==> config.mk <==
export PLATFORM = sky130hd
export DESIGN_NAME = rgb_to_hsl_converter
export DESIGN_NICKNAME = d
export VERILOG_FILES = /design/src/design/rgbhsl_pkg.sv /design/src/design/rgbhsl_front.sv /design/src/design/rgbhsl_queue.sv /design/src/design/rgbhsl_back.sv /design/src/design/rgb_to_hsl_converter.sv
export SDC_FILE = /design/constraint.sdc
export NUM_CORES = 2
export LEC_CHECK = 0
export BUFFER_PORTS_ARGS = -buffer_cell sky130_fd_sc_hd__buf_2
export CORE_UTILIZATION = 40
export DETAILED_ROUTE_END_ITERATION = 7
export SYNTH_ARGS = -nofsm -noshare
export SYNTH_HDL_FRONTEND = slang
export SYNTH_SLANG_ARGS = --single-unit
==> constraint.sdc <==
create_clock -name clk -period 156.2 [get_ports clk]
set_clock_uncertainty 0.15 [all_clocks]
set_input_delay 31.24 -clock clk [delete_from_list [all_inputs] [get_ports clk]]
set_output_delay 31.24 -clock clk [all_outputs]
set_load 0.03 [all_outputs]
==> src/design/rgbhsl_pkg.sv <==
// ----------------------------------------------------------------------------
// RGB to HSL package
// Shared widths, payload structs and the job record passed from the front
// end to the divider pipeline.
// ----------------------------------------------------------------------------
package rgbhsl_pkg;

  localparam int CHANNEL_BITS    = 16;
  localparam int QUEUE_DEPTH_DEF = 4;

  localparam int HUE_W = CHANNEL_BITS + 3;
  localparam int SAT_W = CHANNEL_BITS + 1;
  localparam int NUM_W = 2 * CHANNEL_BITS + 1;

  typedef struct packed {
    logic [CHANNEL_BITS-1:0] red_in;
    logic [CHANNEL_BITS-1:0] green_in;
    logic [CHANNEL_BITS-1:0] blue_in;
    logic [CHANNEL_BITS-1:0] alpha_in;
  } pixel_in_t;

  typedef struct packed {
    logic [CHANNEL_BITS-1:0] hue_out;
    logic [CHANNEL_BITS-1:0] saturation_out;
    logic [CHANNEL_BITS-1:0] lightness_out;
    logic [CHANNEL_BITS-1:0] alpha_out;
  } pixel_out_t;

  typedef struct packed {
    logic [HUE_W-1:0]        hue_num;
    logic [HUE_W-1:0]        hue_div;
    logic [NUM_W-1:0]        sat_num;
    logic [SAT_W-1:0]        sat_div;
    logic                    grey;
    logic [CHANNEL_BITS-1:0] lightness;
    logic [CHANNEL_BITS-1:0] alpha;
  } job_t;

endpackage

==> src/design/rgbhsl_front.sv <==
// ----------------------------------------------------------------------------
// RGB to HSL front end
// Finds max, min and spread of a pixel, picks the hue sector and forms the
// numerators and divisors for the divider pipeline.
// ----------------------------------------------------------------------------
module rgbhsl_front (
  input  rgbhsl_pkg::pixel_in_t pixel,
  output rgbhsl_pkg::job_t      job
);
  import rgbhsl_pkg::*;

  localparam int CW = CHANNEL_BITS;

  logic [CW-1:0]    r, g, b, mx, mn, d;
  logic [CW:0]      sum;
  logic [CW+1:0]    sum_round;
  logic [HUE_W-1:0] dx, hnum;
  logic [SAT_W-1:0] sdiv;
  logic [SAT_W-1:0] full2;

  always_comb begin
    r = pixel.red_in;
    g = pixel.green_in;
    b = pixel.blue_in;
    mx = r;
    mn = r;
    if (g > mx) mx = g;
    if (b > mx) mx = b;
    if (g < mn) mn = g;
    if (b < mn) mn = b;
    d = mx - mn;
    sum = {1'b0, mx} + {1'b0, mn};
    sum_round = {1'b0, sum} + {{(CW+1){1'b0}}, 1'b1};
    dx = {3'b000, d};
    if (mx == r) begin
      hnum = (g >= b) ? ({3'b000, g} - {3'b000, b})
                      : ((dx << 2) + (dx << 1) - {3'b000, b} + {3'b000, g});
    end else if (mx == g) begin
      hnum = (dx << 1) + {3'b000, b} - {3'b000, r};
    end else begin
      hnum = (dx << 2) + {3'b000, r} - {3'b000, g};
    end
    full2 = {{CW{1'b1}}, 1'b0};
    sdiv = (sum > {1'b0, {CW{1'b1}}}) ? (full2 - sum) : sum;
    job.hue_num   = hnum;
    job.hue_div   = (dx << 2) + (dx << 1);
    job.sat_div   = sdiv;
    job.sat_num   = ({1'b0, d, {CW{1'b0}}} - {{(CW+1){1'b0}}, d})
                    + {{CW{1'b0}}, 1'b0, sdiv[SAT_W-1:1]};
    job.grey      = (d == '0);
    job.lightness = sum_round[CW:1];
    job.alpha     = pixel.alpha_in;
  end

endmodule

==> src/design/rgbhsl_queue.sv <==
// ----------------------------------------------------------------------------
// RGB to HSL job queue
// Small first-in first-out buffer between the front end and the divider
// pipeline so that each side can stall on its own.
// ----------------------------------------------------------------------------
module rgbhsl_queue #(
  parameter int DEPTH = rgbhsl_pkg::QUEUE_DEPTH_DEF
) (
  input  logic             clk,
  input  logic             rst,
  input  logic             push,
  input  rgbhsl_pkg::job_t push_job,
  output logic             not_full,
  input  logic             pop,
  output logic             not_empty,
  output rgbhsl_pkg::job_t head
);
  import rgbhsl_pkg::*;

  localparam int PW = (DEPTH > 1) ? $clog2(DEPTH) : 1;
  localparam int CNTW = $clog2(DEPTH + 1);

  job_t            mem [DEPTH];
  logic [PW-1:0]   wptr, rptr;
  logic [CNTW-1:0] count;

  assign not_full  = (count != CNTW'(DEPTH));
  assign not_empty = (count != '0);
  assign head      = mem[rptr];

  always_ff @(posedge clk) begin
    if (push) begin
      mem[wptr] <= push_job;
    end
  end

  always_ff @(posedge clk) begin
    if (rst) begin
      wptr  <= '0;
      rptr  <= '0;
      count <= '0;
    end else begin
      if (push) begin
        wptr <= (wptr == PW'(DEPTH - 1)) ? '0 : wptr + 1'b1;
      end
      if (pop) begin
        rptr <= (rptr == PW'(DEPTH - 1)) ? '0 : rptr + 1'b1;
      end
      if (push && !pop) begin
        count <= count + 1'b1;
      end else if (pop && !push) begin
        count <= count - 1'b1;
      end
    end
  end

  a_no_overflow: assert property (@(posedge clk) disable iff (rst)
    count <= CNTW'(DEPTH)) else $error("queue count above depth");
  a_no_underflow: assert property (@(posedge clk) disable iff (rst)
    !(pop && count == '0)) else $error("pop from empty queue");
  a_no_push_full: assert property (@(posedge clk) disable iff (rst)
    !(push && count == CNTW'(DEPTH))) else $error("push into full queue");

endmodule

==> src/design/rgbhsl_back.sv <==
// ----------------------------------------------------------------------------
// RGB to HSL back end
// Pipelined restoring dividers, one quotient bit per stage for hue and
// saturation, followed by hue rounding and the output register.
// ----------------------------------------------------------------------------
module rgbhsl_back (
  input  logic                   clk,
  input  logic                   rst,
  input  logic                   job_valid,
  input  rgbhsl_pkg::job_t       job,
  output logic                   job_take,
  output logic                   out_valid,
  input  logic                   out_ready,
  output rgbhsl_pkg::pixel_out_t out_data
);
  import rgbhsl_pkg::*;

  localparam int CW = CHANNEL_BITS;

  logic             adv;
  logic             valid [CW+1];
  job_t             sjob  [CW+1];
  logic [HUE_W-1:0] hrem  [CW+1];
  logic [SAT_W-1:0] srem  [CW+1];
  logic [CW-1:0]    hq    [CW+1];
  logic [CW-1:0]    sq    [CW+1];
  logic [CW-1:0]    hue_rounded;

  assign adv      = !out_valid || out_ready;
  assign job_take = adv && job_valid;

  always_ff @(posedge clk) begin
    if (rst) begin
      valid[0] <= 1'b0;
    end else if (adv) begin
      valid[0] <= job_valid;
    end
  end

  always_ff @(posedge clk) begin
    if (adv) begin
      sjob[0] <= job;
      hrem[0] <= (job.hue_num >= job.hue_div) ? job.hue_num - job.hue_div : job.hue_num;
      srem[0] <= job.sat_num[NUM_W-1:CW];
      hq[0]   <= '0;
      sq[0]   <= '0;
    end
  end

  for (genvar k = 1; k <= CW; k++) begin : g_stage
    logic [HUE_W:0] ht;
    logic [SAT_W:0] st;
    logic           hbit, sbit;

    always_comb begin
      ht   = {hrem[k-1], 1'b0};
      st   = {srem[k-1], sjob[k-1].sat_num[CW-k]};
      hbit = (ht >= {1'b0, sjob[k-1].hue_div});
      sbit = (st >= {1'b0, sjob[k-1].sat_div});
    end

    always_ff @(posedge clk) begin
      if (rst) begin
        valid[k] <= 1'b0;
      end else if (adv) begin
        valid[k] <= valid[k-1];
      end
    end

    always_ff @(posedge clk) begin
      if (adv) begin
        sjob[k] <= sjob[k-1];
        hrem[k] <= hbit ? HUE_W'(ht - {1'b0, sjob[k-1].hue_div}) : HUE_W'(ht);
        srem[k] <= sbit ? SAT_W'(st - {1'b0, sjob[k-1].sat_div}) : SAT_W'(st);
        hq[k]   <= {hq[k-1][CW-2:0], hbit};
        sq[k]   <= {sq[k-1][CW-2:0], sbit};
      end
    end
  end

  assign hue_rounded = hq[CW] + CW'(hrem[CW] >= {1'b0, sjob[CW].hue_div[HUE_W-1:1]});

  always_ff @(posedge clk) begin
    if (rst) begin
      out_valid <= 1'b0;
    end else if (adv) begin
      out_valid <= valid[CW];
    end
  end

  always_ff @(posedge clk) begin
    if (adv) begin
      out_data.hue_out        <= sjob[CW].grey ? '0 : hue_rounded;
      out_data.saturation_out <= sjob[CW].grey ? '0 : sq[CW];
      out_data.lightness_out  <= sjob[CW].lightness;
      out_data.alpha_out      <= sjob[CW].alpha;
    end
  end

  a_hold_stalled: assert property (@(posedge clk) disable iff (rst)
    (out_valid && !out_ready) |=> $stable(valid[CW]) && $stable(valid[0]))
    else $error("pipeline moved while output stalled");
  a_take_adv: assert property (@(posedge clk) disable iff (rst)
    job_take |-> adv) else $error("job taken while pipeline stalled");
  a_grey_zero: assert property (@(posedge clk) disable iff (rst)
    (adv && valid[CW] && sjob[CW].grey) |=> out_data.saturation_out == '0)
    else $error("grey pixel with nonzero saturation");

endmodule

==> src/design/rgb_to_hsl_converter.sv <==
// ----------------------------------------------------------------------------
// RGB to HSL converter
//
//   channel   direction  signals                       word
//   input     in         in_valid, in_ready, in_data   pixel_in_t (RGBA)
//   output    out        out_valid, out_ready, out_data pixel_out_t (HSLA)
//
// One pixel is accepted per clock while the queue is not full; each pixel then
// passes the queue, the divider pipeline of one bit per stage and output register.
// A queue of QUEUE_DEPTH jobs separates the front end from the dividers.
// Synchronous reset clears the queue and all valid flags.
// An output stall freezes the whole divider pipeline; input keeps flowing
// until the queue fills.
// ----------------------------------------------------------------------------
module rgb_to_hsl_converter #(
  parameter int QUEUE_DEPTH = rgbhsl_pkg::QUEUE_DEPTH_DEF
) (
  input  logic                   clk,
  input  logic                   rst,
  input  logic                   in_valid,
  output logic                   in_ready,
  input  rgbhsl_pkg::pixel_in_t  in_data,
  output logic                   out_valid,
  input  logic                   out_ready,
  output rgbhsl_pkg::pixel_out_t out_data
);
  import rgbhsl_pkg::*;

  job_t new_job, head_job;
  logic head_valid, take;

  rgbhsl_front u_front (
    .pixel (in_data),
    .job   (new_job)
  );

  rgbhsl_queue #(.DEPTH(QUEUE_DEPTH)) u_queue (
    .clk       (clk),
    .rst       (rst),
    .push      (in_valid && in_ready),
    .push_job  (new_job),
    .not_full  (in_ready),
    .pop       (take),
    .not_empty (head_valid),
    .head      (head_job)
  );

  rgbhsl_back u_back (
    .clk       (clk),
    .rst       (rst),
    .job_valid (head_valid),
    .job       (head_job),
    .job_take  (take),
    .out_valid (out_valid),
    .out_ready (out_ready),
    .out_data  (out_data)
  );

endmodule
=== After elaboration in Yosys (flattened, before gate mapping) ===
Memory sizes are Yosys's and may differ from the RTL's. A register that Yosys moved wholly into a read port is not among the register bits.
Index checks and enable logic that the tools add are counted.

* Register bits: 55
* Bits in writable memories: 3714
* Input port bits: 68
* Output and inout bits: 66
* Memories: 7

{| class="wikitable"
|+ Memories
! memory !! words !! width !! read ports !! clocked after Yosys merged registers in !! write ports !! RTL line !! text
|-
| u_back.sjob || 17 || 121 || 17 || 0 || 17 || rgbhsl_back.sv:22 || <nowiki>job_t sjob [CW+1];</nowiki>
|-
| u_queue.mem || 4 || 121 || 1 || 1 || 1 || rgbhsl_queue.sv:23 || <nowiki>job_t mem [DEPTH];</nowiki>
|-
| u_back.hrem || 17 || 19 || 17 || 0 || 17 || rgbhsl_back.sv:23 || <nowiki>logic [HUE_W-1:0] hrem [CW+1];</nowiki>
|-
| u_back.srem || 17 || 17 || 16 || 0 || 17 || rgbhsl_back.sv:24 || <nowiki>logic [SAT_W-1:0] srem [CW+1];</nowiki>
|-
| u_back.hq || 17 || 16 || 17 || 0 || 17 || rgbhsl_back.sv:25 || <nowiki>logic [CW-1:0] hq [CW+1];</nowiki>
|-
| u_back.sq || 17 || 16 || 17 || 1 || 17 || rgbhsl_back.sv:26 || <nowiki>logic [CW-1:0] sq [CW+1];</nowiki>
|-
| 1 more memories || n/a || n/a || n/a || n/a || n/a || n/a ||
|}

* Add/sub/neg operators: 52
* Magnitude comparators: 40
* Equality and inequality tests: 5
* Mux-type cells: 72
* Bitwise gates (word level): 17
* Reductions and logical operators: 11

{| class="wikitable"
|+ Operator list
! operator !! count
|-
| $mux 19 || 20
|-
| $sub 19x19->19 || 17
|-
| $ge 20x19->1 || 16
|-
| $mux 17 || 17
|-
| $ge 18x17->1 || 16
|-
| $sub 17x17->17 || 16
|-
| $mux 16 || 4
|-
| $sub 19x16->19 || 3
|-
| $add 33x16->33 || 1
|-
| $sub 32x16->33 || 1
|-
| $eq 16x16->1 || 2
|-
| $gt 16x16->1 || 2
|-
| $lt 16x16->1 || 2
|-
| $mux 1 || 25
|-
| $add 18x16->19 || 1
|-
| $add 18x17->19 || 1
|-
| $add 19x16->19 || 1
|-
| $ge 19x18->1 || 1
|-
| $ge 19x19->1 || 1
|-
| $add 17x16->18 || 1
|-
| $add 16x16->17 || 1
|-
| $add 17x1->17 const B || 1
|-
| $gt 17x16->1 const B || 1
|-
| $or 1x1->1 || 17
|-
| 18 further kinds || 29
|}

=== Longest topological paths before layout ===
* Word-level depth: 10
* Mapped depth: 56
* Depth with buffers taken out: 50

=== Cells and area by module ===
A second synthesis with hierarchy kept.

* Cells, all modules: 10136
* Area total of the unflattened synthesis: 134798.0 sq um

{| class="wikitable"
|+ By module, submodules not included
! module !! times used !! cells an instance !! area each (sq um) !! sequential area each (sq um)
|-
| rgbhsl_back || 1 || 7850 || 104830.5 || 67254.5
|-
| rgbhsl_queue || 1 || 677 || 17994.8 || 14714.1
|-
| rgbhsl_front || 1 || 1608 || 11966.5 || 0.0
|-
| rgb_to_hsl_converter || 1 || 1 || 6.3 || 0.0
|}

=== Worst setup path after synthesis ===
No wires, ideal clock.

* Path type: input to register
* From: input out_ready
* To: register u_queue.count[2]
* Setup time: 0.070 ns
* Arrival: 83.918 ns
* Path slack: 72.062 ns
* Stages on the path: 9
* Buffers on the path: 0
* Path through: nor2b_1 -> inv_1 -> o31ai_1 -> ha_1 -> inv_1 -> fa_1 -> xor2_1 -> or3_1 -> a21oi_1

* Longest elaborated chain between the ends: 5
* Elaborated cells on any way between the ends: 7
* Classes of those cells: 1 x mux; 6 x reduce/logical

{| class="wikitable"
|+ Ends and longest elaborated chain
! what !! RTL line !! text
|-
| from (decl) || rgb_to_hsl_converter.sv:24 || <nowiki>input logic out_ready,</nowiki>
|-
| $logic_or 1x1->1 * || rgbhsl_back.sv:29 || <nowiki>assign adv = !out_valid || out_ready;</nowiki>
|-
| net u_back.adv || rgbhsl_back.sv:20 || <nowiki>logic adv;</nowiki>
|-
| $logic_and 1x1->1 * || rgbhsl_back.sv:30 || <nowiki>assign job_take = adv && job_valid;</nowiki>
|-
| $logic_not 1->1 || rgbhsl_queue.sv:49 || <nowiki>if (push && !pop) begin</nowiki>
|-
| $logic_and 1x1->1 || rgbhsl_queue.sv:49 ||
|-
| $mux 3 / $reduce_bool 2->1 (equally long branches) || n/a ||
|-
| to (signal assigned) || rgbhsl_queue.sv:50 || <nowiki>count <= count + 1'b1;</nowiki>
|-
| to (signal assigned) || rgbhsl_queue.sv:52 || <nowiki>count <= count - 1'b1;</nowiki>
|-
| to (decl) || rgbhsl_queue.sv:25 || <nowiki>logic [CNTW-1:0] count;</nowiki>
|}

Mark *: on every way through the listed nets, which the timed path passes. The rest lies on a longest branch.
A chain may end at the register's enable or synchronous reset.

==> impl_results.md <==
- Status: finished clean
- Rows: 208
- Slew HR: 0.2523
- First-pass GRT wire length: 426400 microns
- DIE HEIGHT: 570.4 microns
- Met2 Wirelength: 146500 microns
- Post-synth design cell area: 0.1292 sq mm
- Synthesized Nets: 10758
- Core Area: 0.3211 sq mm
- Root buf cell: clkbuf_16
- Final Util: 0.4500
- Filler Cells Inserted: 28438
- Starting density of the core: 0.4024
- Drt first pass iters: 7
- Final setup vio count: 0
- Worst Setup End Kind: register
- Most used cell, CP: ha_1
- H-tree level count: 5
- CP max stage cell: ha_1
- Final Max Slew Viols: 0
- Critical Path Max Stage Delay: 0.82 ns
- Fmax: 22.51 MHz
- Clock Sink Count: 2677
- Synth warnings: 0
- Critical path data arrival time: 44.92 ns
- Gr usage total: 0.1673
- CTS buffer count: 293
- Chip Width: 570.4 microns
- Met3 wire len: 7636 microns
- Initial antenna violation count: 7
- Crit path max fanout: 55
- TNS Setup: 0 ns
- Worst skew pair latency: 0.88 ns
- Top cell type's share of synthesized area: 0.6197
- Top-count cell post-synth: edfxtp_1
- HP Class: reg2reg
- Top Ports: 134
- Vias in the first global route: 77143
- Required time of the worst setup path: 156.69 ns
- Avg Inst Size Synth: 13.18 sq um
- Total number of vias: 74923
- Postcts setup bufs: 0
- Final hold slack: 0.2305 ns
- Library cells used by synthesis: 119
- GP Congestion: 0.8960
- Register Area: 0.08029 sq mm
- Top cells by count, synth: edfxtp_1 (2667), inv_1 (1140), ha_1 (815)
- Area grow syn2layout: 11.83%
- Die area: 0.3254 sq mm
- Critical path class: in2reg
- Cts-stage hold buffer count: 0
- Top sig layer: met5
- CTS tree: yes
- Worst Setup Start Kind: input pin
- Ranking of synthesized cells by area: edfxtp_1 (62%), ha_1 (7.9%), inv_1 (3.3%)
- Largest net degree at the start of global routing: 192
- Final Hold Fails: 0
- Unrepaired setup endpoints after global routing: no
- Post_cts resized: 0
- Total wire length: 276700 microns
- Critical hold path startpoint: u_back.sjob[3][0]
- DR vias/cell: 5.104
- Clk buf depth: 4
- Asr flop ratio synth: 0
- Synth Register Bits: 2677
- Biggest area consumer among synthesized cells: edfxtp_1
- Seq/Total Area, Yosys: 0.6213
- Synth Instances: 9804
- Worst setup path startpoint: in_data[41]
- EDFF count, synth: 2667
- Clock transition at the registers of the reported paths: 0.06 ns
- Post-layout min period: 44.42 ns
- Max-cap violations: 0
- Area occupied by multi-input gates: 0.04402 sq mm
- Dpl hpwl: 202300 microns
- Layout cell share with drive strength beyond 1: 0.1027
- Period utilisation layout: 0.2844
- NumNets Final: 11107
- Metal-1 WL: 111300 microns
- PortBufs: 133
- Wire per inst: 18.85 microns
- Drc violations: 0
- Gr ovfl total: 0
- Ys flop type: edfxtp_1
- Worst slew pin tran: 1.118 ns
- Antenna Nets Post-Route: 0
- DR iter-0 viols: 3786
## layout by cell type (no fill, tap or decap), drive strengths merged, types with 25 or more instances in the layout
master / n
a211oi: 87
a21boi: 214
a21o: 161
a21oi: 620
a31o: 25
a31oi: 41
and2: 55
and3: 47
and4: 32
buf: 225
clkbuf: 368
clkinv: 111
edfxtp: 2667
fa: 71
ha: 815
inv: 1157
mux2: 197
mux2i: 54
mux4: 117
nand2: 502
nand2b: 114
nand3: 161
nand4: 102
nor2: 662
nor2b: 123
nor3: 121
nor4: 37
o21a: 49
o21ai: 512
o21bai: 26
o31ai: 58
or2: 42
or3: 71
xnor2: 333
xor2: 119
## through the flow
step           setup WS [ns]  cell area (sq um)  instances
2_1_floorplan          72.06             129200       9804
3_3_place_gp          111.04             135400      14163
3_5_place_dp          111.03             135400      14163
4_1_cts               111.88             144500      14679
5_1_grt               110.59             144500      14680
6_report              111.78             144500      14680
## worst paths after layout
path         slack, ns  cells past startpoint                  to
max             111.78                     49  u_queue.mem[1][69]
min               0.23                      0   u_back.sjob[4][0]
max reg2reg     148.25                     19   u_back.hrem[0][6]
min reg2reg       0.23                      0   u_back.sjob[4][0]
## cells by family (layout without fill, tap and decap cells)
logic type      Yosys count  after routing  synth area share
flops                  2677           2677            0.6213
simple gates           2109           2109           0.07878
compound gates         1995           1995           0.09768
buf+inv                1314           1884           0.03918
fa+ha+maj               889            889           0.09016
xor+xnor                452            452           0.03119
mux                     368            368           0.04174
other cells               0              1                 0
## routing by layer
metal | GRT usage | up-vias
met5 | 0 | -
met4 | 0.06765 | 10
met3 | 0.01812 | 540
met2 | 0.3200 | 1212
met1 | 0.1876 | 36433
li1 | - | 36728
## sequential cells by signal (all words and copies together) (netlist names), 17 cells and up, named ones only
name,count
u_queue.mem,476
u_back.sq,136
u_back.hrem,306
u_back.valid,17
u_back.out_data,64
u_back.hq,136
u_back.sjob,1260
u_back.srem,272
## critical path: cells and delay by family
family	cells	cell delay, ns
xor+xnor	2	0.64
mux	1	0.33
buf+inv	7	2.15
simple gates	8	1.72
compound gates	26	6.66
fa+ha+maj	5	2.09
## cell type report
| type | count | area share |
|---|---|---|
| antenna | 1 | 0.00001732 |
| clock buffer | 368 | 0.05327 |
| clock inverter | 148 | 0.009792 |
| inverter | 1143 | 0.02974 |
| multi-input combinational | 5813 | 0.3046 |
| sequential | 2677 | 0.5556 |
| tap | 4305 | 0.03727 |
| timing repair buffer | 225 | 0.009731 |
Power is left out: the tool's default activity adds up to more than one toggle a clock period on the data nets, which glitch-free logic cannot reach.
